==> src/sv/hsl_to_rgb_convert_assert.svh <==
// assertion macros for the hsl to rgb converter
`ifndef HSL_TO_RGB_CONVERT_ASSERT_SVH
`define HSL_TO_RGB_CONVERT_ASSERT_SVH

// property checked at every clock edge outside reset
`define HSL2RGB_ASSERT(label, prop) \
    label: assert property (@(posedge aclk) disable iff (!aresetn) prop) \
        else $error("assertion failed in %m");

// antecedent in one cycle implies consequent in the next
`define HSL2RGB_ASSERT_NEXT(label, ante, cons) \
    label: assert property (@(posedge aclk) disable iff (!aresetn) (ante) |=> (cons)) \
        else $error("assertion failed in %m");

`endif

==> src/sv/hsl2rgb_pkg.sv <==
// shared constants, types and helper functions of the hsl to rgb converter
`default_nettype none

package hsl2rgb_pkg;

    localparam int FRAC_BITS  = 16;
    localparam int CH_W       = FRAC_BITS;
    localparam int OUT_W      = 8;
    localparam int NUM_CHAN   = 3;
    localparam int IN_DATA_W  = 3 * CH_W;
    localparam int OUT_DATA_W = NUM_CHAN * OUT_W;
    localparam int TURN_W     = FRAC_BITS + 2;
    localparam int PROD_W     = 2 * CH_W;
    localparam int Q2_W       = 2 * CH_W + 2;
    localparam int QH_W       = Q2_W - FRAC_BITS;

    // pipeline stage indexes
    localparam int ST_PROD    = 0;
    localparam int ST_SUM     = 1;
    localparam int ST_QUOT    = 2;
    localparam int ST_BOUND   = 3;
    localparam int ST_RAMP    = 4;
    localparam int ST_SCALE   = 5;
    localparam int NUM_STAGES = 6;

    // channel lanes
    localparam int CH_RED     = 0;
    localparam int CH_GREEN   = 1;
    localparam int CH_BLUE    = 2;

    typedef logic [CH_W-1:0]   frac_t;
    typedef logic [CH_W-1:0]   dist_t;
    typedef logic [OUT_W-1:0]  chan_t;
    typedef logic [TURN_W-1:0] turn_t;
    typedef logic [TURN_W:0]   wide_turn_t;
    typedef logic [PROD_W-1:0] prod_t;
    typedef logic [Q2_W-1:0]   q2_t;
    typedef logic [QH_W:0]     quo_t;

    typedef struct packed {
        logic [NUM_STAGES-1:0] ld;
    } pipe_ctl_t;

    localparam frac_t FULL       = '1;
    localparam turn_t TURN       = turn_t'(1) << FRAC_BITS;
    localparam turn_t HALF_TURN  = TURN >> 1;
    localparam turn_t TURN_3HALF = TURN + HALF_TURN;
    localparam turn_t TURN2      = TURN << 1;
    localparam turn_t TURN3      = TURN2 + TURN;
    localparam dist_t K_HALF     = dist_t'(1) << (FRAC_BITS - 1);
    localparam chan_t CHAN_MAX   = '1;

    // hue shift per lane: red +1/3, green 0, blue -1/3 (as +2/3)
    localparam turn_t HUE_OFFS [NUM_CHAN] = '{TURN, turn_t'(0), TURN2};

    // distance into the rising or falling sixth, units of 1/(3T);
    // plateau at q maps to a half turn of weight, plateau at p to zero
    function automatic dist_t hue_dist(frac_t h, turn_t offset);
        wide_turn_t sum;
        turn_t      t;
        dist_t      k;
        sum = wide_turn_t'(h) + wide_turn_t'({h, 1'b0}) + wide_turn_t'(offset);
        if (sum >= wide_turn_t'(TURN3)) begin
            sum = sum - wide_turn_t'(TURN3);
        end
        t = turn_t'(sum);
        if (t < HALF_TURN) begin
            k = dist_t'(t);
        end else if (t < TURN_3HALF) begin
            k = K_HALF;
        end else if (t < TURN2) begin
            k = dist_t'(TURN2 - t);
        end else begin
            k = '0;
        end
        return k;
    endfunction

    // floor(v / 257): estimate v*255 >> 16, then one upward correction
    function automatic chan_t scale_chan(frac_t v);
        logic [CH_W+OUT_W-1:0] prod;
        logic [OUT_W:0]        est;
        logic [OUT_W:0]        inc;
        logic [2*OUT_W:0]      back;
        prod = {v, OUT_W'(0)} - (CH_W+OUT_W)'(v);
        est  = (OUT_W+1)'(prod[CH_W+OUT_W-1:CH_W]);
        inc  = est + 1'b1;
        back = {inc, OUT_W'(0)} + (2*OUT_W+1)'(inc);
        if (back <= {1'b0, v}) begin
            est = inc;
        end
        return (est > (OUT_W+1)'(CHAN_MAX)) ? CHAN_MAX : chan_t'(est);
    endfunction

endpackage

`default_nettype wire

==> src/sv/hsl_to_rgb_convert.sv <==
// hsl to rgb pixel converter, top level with pipeline flow control
// each beat passes the product, sum, quotient, bound, ramp and scale stages in order
// throughput: one pixel per cycle while the output is not stalled; each stage advances on its own, so bubbles close up
// a stalled output holds its beat while upstream stages keep filling
// reset: synchronous active-low aresetn clears the stage valid bits only
`default_nettype none

`include "hsl_to_rgb_convert_assert.svh"

module hsl_to_rgb_convert import hsl2rgb_pkg::*; (
    input  wire logic                  aclk,
    input  wire logic                  aresetn,
    // input pixel beats
    input  wire logic                  s_tvalid,
    output logic                       s_tready,
    input  wire logic [IN_DATA_W-1:0]  s_tdata,   // hue [15:0], saturation [31:16], lightness [47:32]
    // result beats
    output logic                       m_tvalid,
    input  wire logic                  m_tready,
    output logic [OUT_DATA_W-1:0]      m_tdata    // red [7:0], green [15:8], blue [23:16]
);

    // stage valid bits travel alongside the payload
    logic [NUM_STAGES-1:0] valid_reg, valid_next;
    pipe_ctl_t             ctl;
    logic                  in_beat, out_beat;

    frac_t hue, saturation, lightness;
    frac_t bound_p, bound_d;
    dist_t ramp_pos [NUM_CHAN];
    chan_t chan [NUM_CHAN];

    assign hue        = s_tdata[CH_W-1:0];
    assign saturation = s_tdata[2*CH_W-1:CH_W];
    assign lightness  = s_tdata[3*CH_W-1:2*CH_W];

    // a stage loads when it is empty or its contents move on this cycle
    always_comb begin
        ctl.ld[NUM_STAGES-1] = !valid_reg[NUM_STAGES-1] || m_tready;
        for (int i = NUM_STAGES - 2; i >= 0; i--) begin
            ctl.ld[i] = !valid_reg[i] || ctl.ld[i+1];
        end
    end

    always_comb begin
        valid_next[0] = ctl.ld[0] ? s_tvalid : valid_reg[0];
        for (int i = 1; i < NUM_STAGES; i++) begin
            valid_next[i] = ctl.ld[i] ? valid_reg[i-1] : valid_reg[i];
        end
    end

    always_ff @(posedge aclk) begin
        if (!aresetn) begin
            valid_reg <= '0;
        end else begin
            valid_reg <= valid_next;
        end
    end

    assign s_tready = ctl.ld[0];
    assign m_tvalid = valid_reg[NUM_STAGES-1];
    assign in_beat  = s_tvalid && s_tready;
    assign out_beat = m_tvalid && m_tready;

    // chroma bounds: product, sum, divide by full scale, clamp
    hsl2rgb_chroma u_chroma (
        .aclk       (aclk),
        .ctl        (ctl),
        .saturation (saturation),
        .lightness  (lightness),
        .bound_p    (bound_p),
        .bound_d    (bound_d)
    );

    // hue ramp positions, delayed to line up with the chroma bounds
    hsl2rgb_hue u_hue (
        .aclk     (aclk),
        .ctl      (ctl),
        .hue      (hue),
        .ramp_pos (ramp_pos)
    );

    // one ramp and scaling lane per color channel
    for (genvar c = 0; c < NUM_CHAN; c++) begin : g_lane
        hsl2rgb_ramp u_ramp (
            .aclk     (aclk),
            .ctl      (ctl),
            .bound_p  (bound_p),
            .bound_d  (bound_d),
            .ramp_pos (ramp_pos[c]),
            .chan     (chan[c])
        );
    end

    assign m_tdata = {chan[CH_BLUE], chan[CH_GREEN], chan[CH_RED]};

    // a full pipeline with a stalled output cannot take a new beat
    `HSL2RGB_ASSERT(a_full_blocks_input, ((&valid_reg) && !m_tready) |-> !s_tready)
    // an accepted beat always lands in the first stage
    `HSL2RGB_ASSERT_NEXT(a_beat_enters, in_beat, valid_reg[0])
    // beats in flight change only by what enters and leaves
    `HSL2RGB_ASSERT(a_beat_count, $past(aresetn) |-> ($countones(valid_reg) + int'($past(out_beat)) == $countones($past(valid_reg)) + int'($past(in_beat))))
    // lower bound plus span is q, which never passes full scale
    `HSL2RGB_ASSERT(a_chroma_range, valid_reg[ST_BOUND] |-> (({1'b0, bound_p} + {1'b0, bound_d}) <= {1'b0, FULL}))
    // ramp positions never pass the plateau weight
    `HSL2RGB_ASSERT(a_pos_range, valid_reg[ST_BOUND] |-> ((ramp_pos[CH_RED] <= K_HALF) && (ramp_pos[CH_GREEN] <= K_HALF) && (ramp_pos[CH_BLUE] <= K_HALF)))

endmodule

`default_nettype wire

==> src/sv/hsl2rgb_chroma.sv <==
// chroma bounds p and q from saturation and lightness, four stages
`default_nettype none

module hsl2rgb_chroma import hsl2rgb_pkg::*; (
    input  wire logic      aclk,
    input  wire pipe_ctl_t ctl,
    input  wire frac_t     saturation,
    input  wire frac_t     lightness,
    output frac_t          bound_p,
    output frac_t          bound_d
);

    frac_t l1_reg, s1_reg, l2_reg, l3_reg;
    prod_t ls1_reg;
    q2_t   q2_reg, q2_next;
    quo_t  qq_reg, qq_next;
    frac_t p_reg, p_next, d_reg, d_next;

    // q scaled by M*M, one of two forms depending on lightness half
    always_comb begin
        q2_t lsum;
        q2_t lo;
        q2_t hi;
        lsum = q2_t'(l1_reg) + q2_t'(s1_reg);
        lo   = (q2_t'(l1_reg) << FRAC_BITS) - q2_t'(l1_reg) + q2_t'(ls1_reg);
        hi   = (lsum << FRAC_BITS) - lsum - q2_t'(ls1_reg);
        if (q2_t'({l1_reg, 1'b0}) < q2_t'(FULL)) begin
            q2_next = lo;
        end else begin
            q2_next = hi;
        end
    end

    // divide by 2^F - 1: fold high part into low part twice, one correction
    always_comb begin
        logic [QH_W:0]       c;
        logic [FRAC_BITS:0]  e;
        logic [QH_W-FRAC_BITS:0] c1;
        c       = (QH_W+1)'(q2_reg[Q2_W-1:FRAC_BITS]) + (QH_W+1)'(q2_reg[FRAC_BITS-1:0]);
        c1      = c[QH_W:FRAC_BITS];
        e       = (FRAC_BITS+1)'(c[FRAC_BITS-1:0]) + (FRAC_BITS+1)'(c1);
        qq_next = quo_t'(q2_reg[Q2_W-1:FRAC_BITS]) + quo_t'(c1)
                + quo_t'(e >= (FRAC_BITS+1)'(FULL));
    end

    // clamp q, then p = 2l - q and the span d = q - p
    always_comb begin
        logic [CH_W:0] two_l;
        quo_t          qb;
        frac_t         q;
        two_l = {l3_reg, 1'b0};
        qb    = qq_reg;
        if (qb > quo_t'(FULL)) begin
            qb = quo_t'(FULL);
        end
        if (qb > quo_t'(two_l)) begin
            qb = quo_t'(two_l);
        end
        q      = frac_t'(qb);
        p_next = frac_t'(two_l - (CH_W+1)'(q));
        d_next = q - p_next;
    end

    always_ff @(posedge aclk) begin
        if (ctl.ld[ST_PROD]) begin
            l1_reg  <= lightness;
            s1_reg  <= saturation;
            ls1_reg <= prod_t'(lightness) * prod_t'(saturation);
        end
        if (ctl.ld[ST_SUM]) begin
            l2_reg <= l1_reg;
            q2_reg <= q2_next;
        end
        if (ctl.ld[ST_QUOT]) begin
            l3_reg <= l2_reg;
            qq_reg <= qq_next;
        end
        if (ctl.ld[ST_BOUND]) begin
            p_reg <= p_next;
            d_reg <= d_next;
        end
    end

    assign bound_p = p_reg;
    assign bound_d = d_reg;

endmodule

`default_nettype wire

==> src/sv/hsl2rgb_hue.sv <==
// shifted hue positions of the three channels, carried alongside the chroma stages
`default_nettype none

module hsl2rgb_hue import hsl2rgb_pkg::*; (
    input  wire logic      aclk,
    input  wire pipe_ctl_t ctl,
    input  wire frac_t     hue,
    output dist_t          ramp_pos [NUM_CHAN]
);

    dist_t k_reg [NUM_CHAN][ST_BOUND+1];

    always_ff @(posedge aclk) begin
        for (int c = 0; c < NUM_CHAN; c++) begin
            if (ctl.ld[ST_PROD]) begin
                k_reg[c][ST_PROD] <= hue_dist(hue, HUE_OFFS[c]);
            end
            for (int st = ST_PROD + 1; st <= ST_BOUND; st++) begin
                if (ctl.ld[st]) begin
                    k_reg[c][st] <= k_reg[c][st-1];
                end
            end
        end
    end

    always_comb begin
        for (int c = 0; c < NUM_CHAN; c++) begin
            ramp_pos[c] = k_reg[c][ST_BOUND];
        end
    end

endmodule

`default_nettype wire

==> src/sv/hsl2rgb_ramp.sv <==
// one channel: ramp value p + d*k, then scaling to 8 bits
`default_nettype none

module hsl2rgb_ramp import hsl2rgb_pkg::*; (
    input  wire logic      aclk,
    input  wire pipe_ctl_t ctl,
    input  wire frac_t     bound_p,
    input  wire frac_t     bound_d,
    input  wire dist_t     ramp_pos,
    output chan_t          chan
);

    frac_t v_reg, v_next;
    chan_t chan_reg;

    // d*2k/T never exceeds d, so p plus it stays within q
    always_comb begin
        prod_t         prod;
        logic [CH_W:0] sum;
        prod   = prod_t'(bound_d) * prod_t'(ramp_pos);
        sum    = (CH_W+1)'(bound_p)
               + (CH_W+1)'(prod[CH_W+FRAC_BITS-2:FRAC_BITS-1]);
        v_next = frac_t'(sum);
    end

    always_ff @(posedge aclk) begin
        if (ctl.ld[ST_RAMP]) begin
            v_reg <= v_next;
        end
        if (ctl.ld[ST_SCALE]) begin
            chan_reg <= scale_chan(v_reg);
        end
    end

    assign chan = chan_reg;

endmodule

`default_nettype wire
==> config.mk <==
export PLATFORM = sky130hd
export DESIGN_NAME = hsl_to_rgb_convert
export DESIGN_NICKNAME = d
export VERILOG_FILES = /design/src/sv/hsl2rgb_pkg.sv /design/src/sv/hsl_to_rgb_convert.sv /design/src/sv/hsl2rgb_chroma.sv /design/src/sv/hsl2rgb_hue.sv /design/src/sv/hsl2rgb_ramp.sv
export VERILOG_INCLUDE_DIRS = /design/src /design/src/sv
export SDC_FILE = /design/constraint.sdc
export NUM_CORES = 2
export LEC_CHECK = 0
export ABC_AREA = 1
export BUFFER_PORTS_ARGS = -buffer_cell sky130_fd_sc_hd__buf_4
export CELL_PAD_IN_SITES_DETAIL_PLACEMENT = 1
export CELL_PAD_IN_SITES_GLOBAL_PLACEMENT = 1
export CORE_ASPECT_RATIO = 1.5
export CORE_UTILIZATION = 30
export DETAILED_ROUTE_END_ITERATION = 12
export PLACE_DENSITY = 0.56
export SLEW_MARGIN = 15
export SYNTH_ARGS = -nofsm -noshare
export SYNTH_HDL_FRONTEND = slang
export SYNTH_SLANG_ARGS = --single-unit
==> constraint.sdc <==
create_clock -name aclk -period 17.6 [get_ports aclk]
set_input_delay 5.28 -clock aclk [delete_from_list [all_inputs] [get_ports aclk]]
set_output_delay 5.28 -clock aclk [all_outputs]
set_load 0.03 [all_outputs]
Word-level counts from Yosys, hierarchy flattened
Memories as Yosys holds them, arrays and structs flattened.
Cells that the tools add are included.
{"block": "totals", "ff_bits": 259, "ramBits": 192, "in_bits": 52, "output_inout_bits": 26, "elab_cells": 127, "n_memories": 1}
{"block": "classes", "n_addsub": 32, "n_mul": 4, "order_cmp": 22, "n_mux": 35, "n_reduce_logical": 12}
{"memory": "u_hue.k_reg", "depth": 3, "width": 64, "rd": 3, "rd_clocked_by_memory_dff": 0, "write_ports": 3, "line_no": "hsl2rgb_hue.sv:11", "text": "dist_t k_reg [NUM_CHAN][ST_BOUND+1];"}
{"cell": "16-bit two-way mux", "n": 13}
{"cell": "18-bit two-way mux", "n": 6}
{"cell": "16-bit by 16-bit multiplier with 31-bit output", "n": 3}
{"cell": "24-bit by 16-bit subtractor with 24-bit output", "n": 3}
{"cell": "19-bit by 18-bit greater-or-equal comparator with 1-bit output (second input constant)", "n": 3}
{"cell": "18-bit by 16-bit < comparator with 1-bit output (second input constant)", "n": 3}
{"cell": "18-bit by 17-bit < comparator with 1-bit output (second input constant)", "n": 3}
{"cell": "18-bit < comparator (second input constant)", "n": 3}
{"cell": "9-bit two-way mux", "n": 6}
{"cell": "18-bit subtractor (second input constant)", "n": 3}
{"cell": "17-bit by 9-bit adder with 17-bit output", "n": 3}
{"cell": "17-bit by 16-bit <= comparator with 1-bit output", "n": 3}
{"cell": "16-bit adder", "n": 3}
{"cell": "1-bit by 16-bit subtractor with 16-bit output (first input constant)", "n": 3}
{"cell": "34-bit by 32-bit adder with 34-bit output", "n": 1}
{"cell": "34-bit two-way mux", "n": 1}
{"cell": "34-bit by 32-bit subtractor with 34-bit output", "n": 1}
{"cell": "34-bit subtractor", "n": 1}
{"cell": "32-bit by 16-bit subtractor with 33-bit output", "n": 1}
{"cell": "16-bit by 16-bit multiplier with 32-bit output", "n": 1}
{"cell": "16-bit subtractor", "n": 2}
{"cell": "8-bit by 1-bit adder with 9-bit output (second input constant)", "n": 3}
{"cell": "9-bit by 8-bit > comparator with 1-bit output (second input constant)", "n": 3}
{"cell": "18-bit by 16-bit adder with 19-bit output", "n": 1}
{"cell": "15 further kinds", "n": 32}

Longest topological paths before layout
{"block": "depth", "depth_word": 13, "ltp_mapped": 40, "depth_no_buf": 38}

Modules after synthesis
A second synthesis with hierarchy kept.
{"block": "unflattened", "hier_cells": 8235, "hier_area_um2": 66232.3}
{"mod": "hsl2rgb_chroma", "instances": 1, "cells_each": 2859, "area_per_inst_um2": 23050.9, "seq_area_each_um2": 5405.2}
{"mod": "hsl2rgb_ramp (g_lane[2].u_ramp)", "instances": 1, "cells_each": 1566, "area_per_inst_um2": 11561.1, "seq_area_each_um2": 720.7}
{"mod": "hsl2rgb_ramp (g_lane[0].u_ramp)", "instances": 1, "cells_each": 1575, "area_per_inst_um2": 11524.8, "seq_area_each_um2": 720.7}
{"mod": "hsl2rgb_ramp (g_lane[1].u_ramp)", "instances": 1, "cells_each": 1518, "area_per_inst_um2": 11369.7, "seq_area_each_um2": 720.7}
{"mod": "hsl2rgb_hue", "instances": 1, "cells_each": 691, "area_per_inst_um2": 8456.9, "seq_area_each_um2": 5765.5}
{"mod": "hsl_to_rgb_convert", "instances": 1, "cells_each": 26, "area_per_inst_um2": 269.0, "seq_area_each_um2": 120.1}

Worst setup path before layout
OpenSTA, ideal clock, no wires.
{"block": "synth_timing", "path_kind": "input -> output", "from": "in m_tready", "to": "out s_tready", "arrival_time_ps": 13249, "setup_slack_ps": -929, "cell_stages": 10, "path_buffers": 0, "path_cell_list": "nor2_1 > inv_1 > nor2_1 > inv_1 > nor2_1 > inv_1 > nor2_1 > inv_1 > nor2_1 > nand2_1"}
{"element": "start, declared", "line_no": "hsl_to_rgb_convert.sv:19", "text": "input wire logic m_tready,"}
{"element": "end, declared", "line_no": "hsl_to_rgb_convert.sv:15", "text": "output logic s_tready,"}

==> summary.md <==
| Metric | Value |
|---|---|
| Largest register FFs | `roughly 190` |
| Detailed placement HPWL | `167300 µm` |
| Flip-flop cell with the highest count after synthesis | `edfxtp_1` |
| Type of origin of the critical path | `primary input` |
| Register bit count reported by yosys | `450` |
| Worst setup path class | `in2out` |
| Standard-cell row count | `207` |
| Average via count per standard cell | `4.675` |
| Terminating pin of the worst hold path | `u_hue.k_reg[1][26]` |
| Unique cell type count in the Yosys netlist | `56` |
| Clock latency of the later-clocked register in the worst-skew pair | `around 0.67 ns` |
| Number of nets with antenna violations after detailed routing | `0` |
| Total routed wirelength | `200600 µm` |
| Reg-to-reg critical path startpoint | `u_chroma.bound_d[7]` |
| Area fraction of the dominant cell type after synthesis | `24.25%` |
| Total area of multi-input combinational cells | `42510 µm²` |
| CP Max Fanout | `50` |
| Layout net count | `9493` |
| Number of remaining DRC errors | `0` |
| CTS sink cnt | `450` |
| Number of antenna violations at the first check in global routing | `2` |
| Wire length of the first global-routing pass | `314200 µm` |
| Portion of the post-synthesis area used by sequential elements | `21.06%` |
| Compound-cell area share of the yosys netlist | `6.881%` |
| Final hold violation count | `0` |
| Number of synthesized flops with an enable pin | `444` |
| Area share of xor/xnor cells in the synthesized design | `3.474%` |
| Crit end category | `primary output` |
| Worst Skew | `0.04831 ns` |
| Quantity of gates resized following cts | `0` |
| Avg Cell Area, Syn | `8.024 µm²` |
| Most area-consuming cells after synthesis | `fa_1, edfxtp_1, ha_1` |
| Clock tree from TritonCTS | `built` |
| Number of H-tree levels | `2` |
| Total Negative Setup Slacks | `0 ns` |
| Final Max Slew Viols | `0` |
| Area growth from synthesis to layout | `8.452%` |
| Proportion of synthesized flip-flops having asynchronous set or reset | `0%` |
| Height of the chip | `567.2 µm` |
| Synth Cell Area | `around 64000 µm²` |
| Die ar. | `214900 µm²` |
| R2R Path End | `g_lane[1].u_ramp.v_reg[15]` |
| Class of the worst hold path | `reg2reg` |
| Combined global-route utilization of all metal layers | `between 10% and 20%` |
| Placer Congestion | `0.8742` |
| Highest clock frequency the design can meet | `0.07190 GHz` |
| Count of fill cells added during filler insertion | `~26k` |
| CTS clk-pin slew, worst paths | `around 0.06 ns` |
| Hold Path Cell Cnt | `0` |
| Post-route worst hold slack | `0.3900 ns` |
| MaxCap Viol Count | `0` |
| Gate count of the mapped netlist | `7963` |
| Number of global-route vias before repair | `56.47k` |
| Yosys synthesis warning count | `0` |
| Fin util | `32.71%` |
| Combined flip-flop and latch cell area | `between 10000 and 15000 µm²` |
| Total iterations of the first detailed-routing run | `5` |
| Required time at the worst-slack endpoint | `12.32 ns` |
| Mux contribution to synthesized area | `0%` |
| Launch point of the worst hold path | `u_hue.k_reg[1][42]` |
| Minimum period implied by the final worst setup slack | `between 10 and 15 ns` |
| Core area | `around 210000 µm²` |
| Final worst-path cycle share | `79.02%` |
| WL per Instance | `18.53 µm` |
| Synth Area in Simple Gates | `roughly 18%` |
| Max transition margin | `about 35%` |
| Violation count after the first detailed-route iteration | `1655` |
| Pin count of the biggest net entering global routing | `65` |
| Clock root buffer | `clkbuf_16` |
| Buffers added on ports | `77` |
| R2r worst-path depth | `31` |
| Clk buf depth | `3` |
| Status | `finished, final reports clean` |
| Cell type with the highest aggregate area in the netlist | `fa_1` |
| Routed vias | `50.60k` |
| Horizontal die dimension | `378.8 µm` |
| Finish-stage setup viols | `0` |
| Pin slew with the least headroom to its limit | `0.9719 ns` |
| Boundary pin count | `78` |
| Number of buffers added by the clock tree synthesis step | `49` |
| Register-to-register path setup slack | `a little under 9 ns` |
| Hold-fix buffer count after cts | `0` |
| WP data arrival | `about 8.6 ns` |
| Post-CTS setup buffer count | `0` |
| Combinational family with the most area after synthesis | `adder cells` |
| Starting density of the core | `30.16%` |
| Adder-cell share of the synthesized area | `38.04%` |
| Share of layout cells above drive strength 1 | `3.312%` |
| Final global-route overflow total | `0` |
| Unrepaired setup endpoints after global routing | `false` |
==> cell usage in the layout, fill, tap and decap left out, types with 17 or more instances in the layout <==
cell type,synthesis,routed
fa_1,774,774
clkbuf_16,0,49
a21o_1,30,30
xor2_1,172,172
nand4_1,66,66
o21ai_0,245,245
o21bai_1,25,25
edfxtp_1,444,444
a31oi_1,21,21
nand3b_1,17,17
buf_4,1,127
nor3_1,46,46
inv_1,1928,1924
conb_1,2,34
or2_2,27,27
nor2_1,386,386
a21oi_1,380,380
nand2_1,2030,2029
xnor2_1,75,75
ha_1,704,704
nand3_1,230,230
==> how the worst max path moves through the flow <==
stage                   from       end  slack (ns)  depth (start not counted)
global placement    m_tready  s_tready        3.45                         14
finish              m_tready  s_tready        3.69                         14
global route        m_tready  s_tready        3.28                         14
detailed placement  m_tready  s_tready        3.50                         14
floorplan           m_tready  s_tready        0.13                         10
CTS                 m_tready  s_tready        3.49                         14
==> cells by family after synthesis <==
kind of cell	after synthesis
other cells	2
simple gates	2842
buf+inv	2141
xor+xnor	250
compound gates	800
flops	450
fa+ha+maj	1478
==> metrics by stage <==
stage / setup slack [ns] / cells / area [µm²]
after global placement: 3.447 / 10730 / 67700
after floorplan: 0.1290 / 7995 / 64020
after detailed placement: 3.502 / 10730 / 67700
final: 3.693 / 10820 / 69290
after global routing: 3.280 / 10820 / 69290
after CTS: 3.486 / 10820 / 69290
==> synth_stat cells, drive strengths merged (13+ instances only) <==
cell and instances:
nand3 236, a21oi 385, clkbuf 183, nand2 2035
nor4 13, o22ai 15, nor3 46, xnor2 75
o21bai 25, or2 29, buf 27, nand4 67
a21o 30, nand3b 17, fa 774, edfxtp 444
xor2 174, a31oi 21, o21ai 257, nor2 393
ha 704, inv 1931, a21boi 14
==> routing by layer <==
metal / part of all wire [%] / track usage, % / up-vias
met5: 0 / 0 / -
met4: 4.2 / 7.173 / 0
met3: 1.9 / 1.285 / 307
met2: 56 / 38.10 / 596
met1: 38 / 19.90 / 25350
li1: - / - / 24350
==> critical path, stage by stage <==
cell	delay, ns
buf_4	0.11
nor2_1	0.14
inv_1	0.06
buf_4	0.23
nor2_1	0.15
inv_2	0.04
buf_4	0.29
nor2_1	0.21
clkinv_2	0.56
nor2_1	0.35
clkinv_2	0.40
nor2_1	0.47
nand2_4	0.11
buf_4	0.19
==> area by class of cell <==
| class | instances | area share (%) |
|---|---|---|
| inverters | 1931 | 10.47 |
| well taps | 2821 | 5.094 |
| diodes | 1 | 0.003611 |
| multi-input cells | 5404 | 61.35 |
| clock inverters | 36 | 0.4948 |
| repair buffers | 127 | 1.376 |
| flip-flops and latches | 450 | 19.41 |
| clock buffers | 54 | 1.797 |
Power is left out: the tool's default activity adds up to more than one toggle a clock period on the data nets, which glitch-free logic cannot reach.
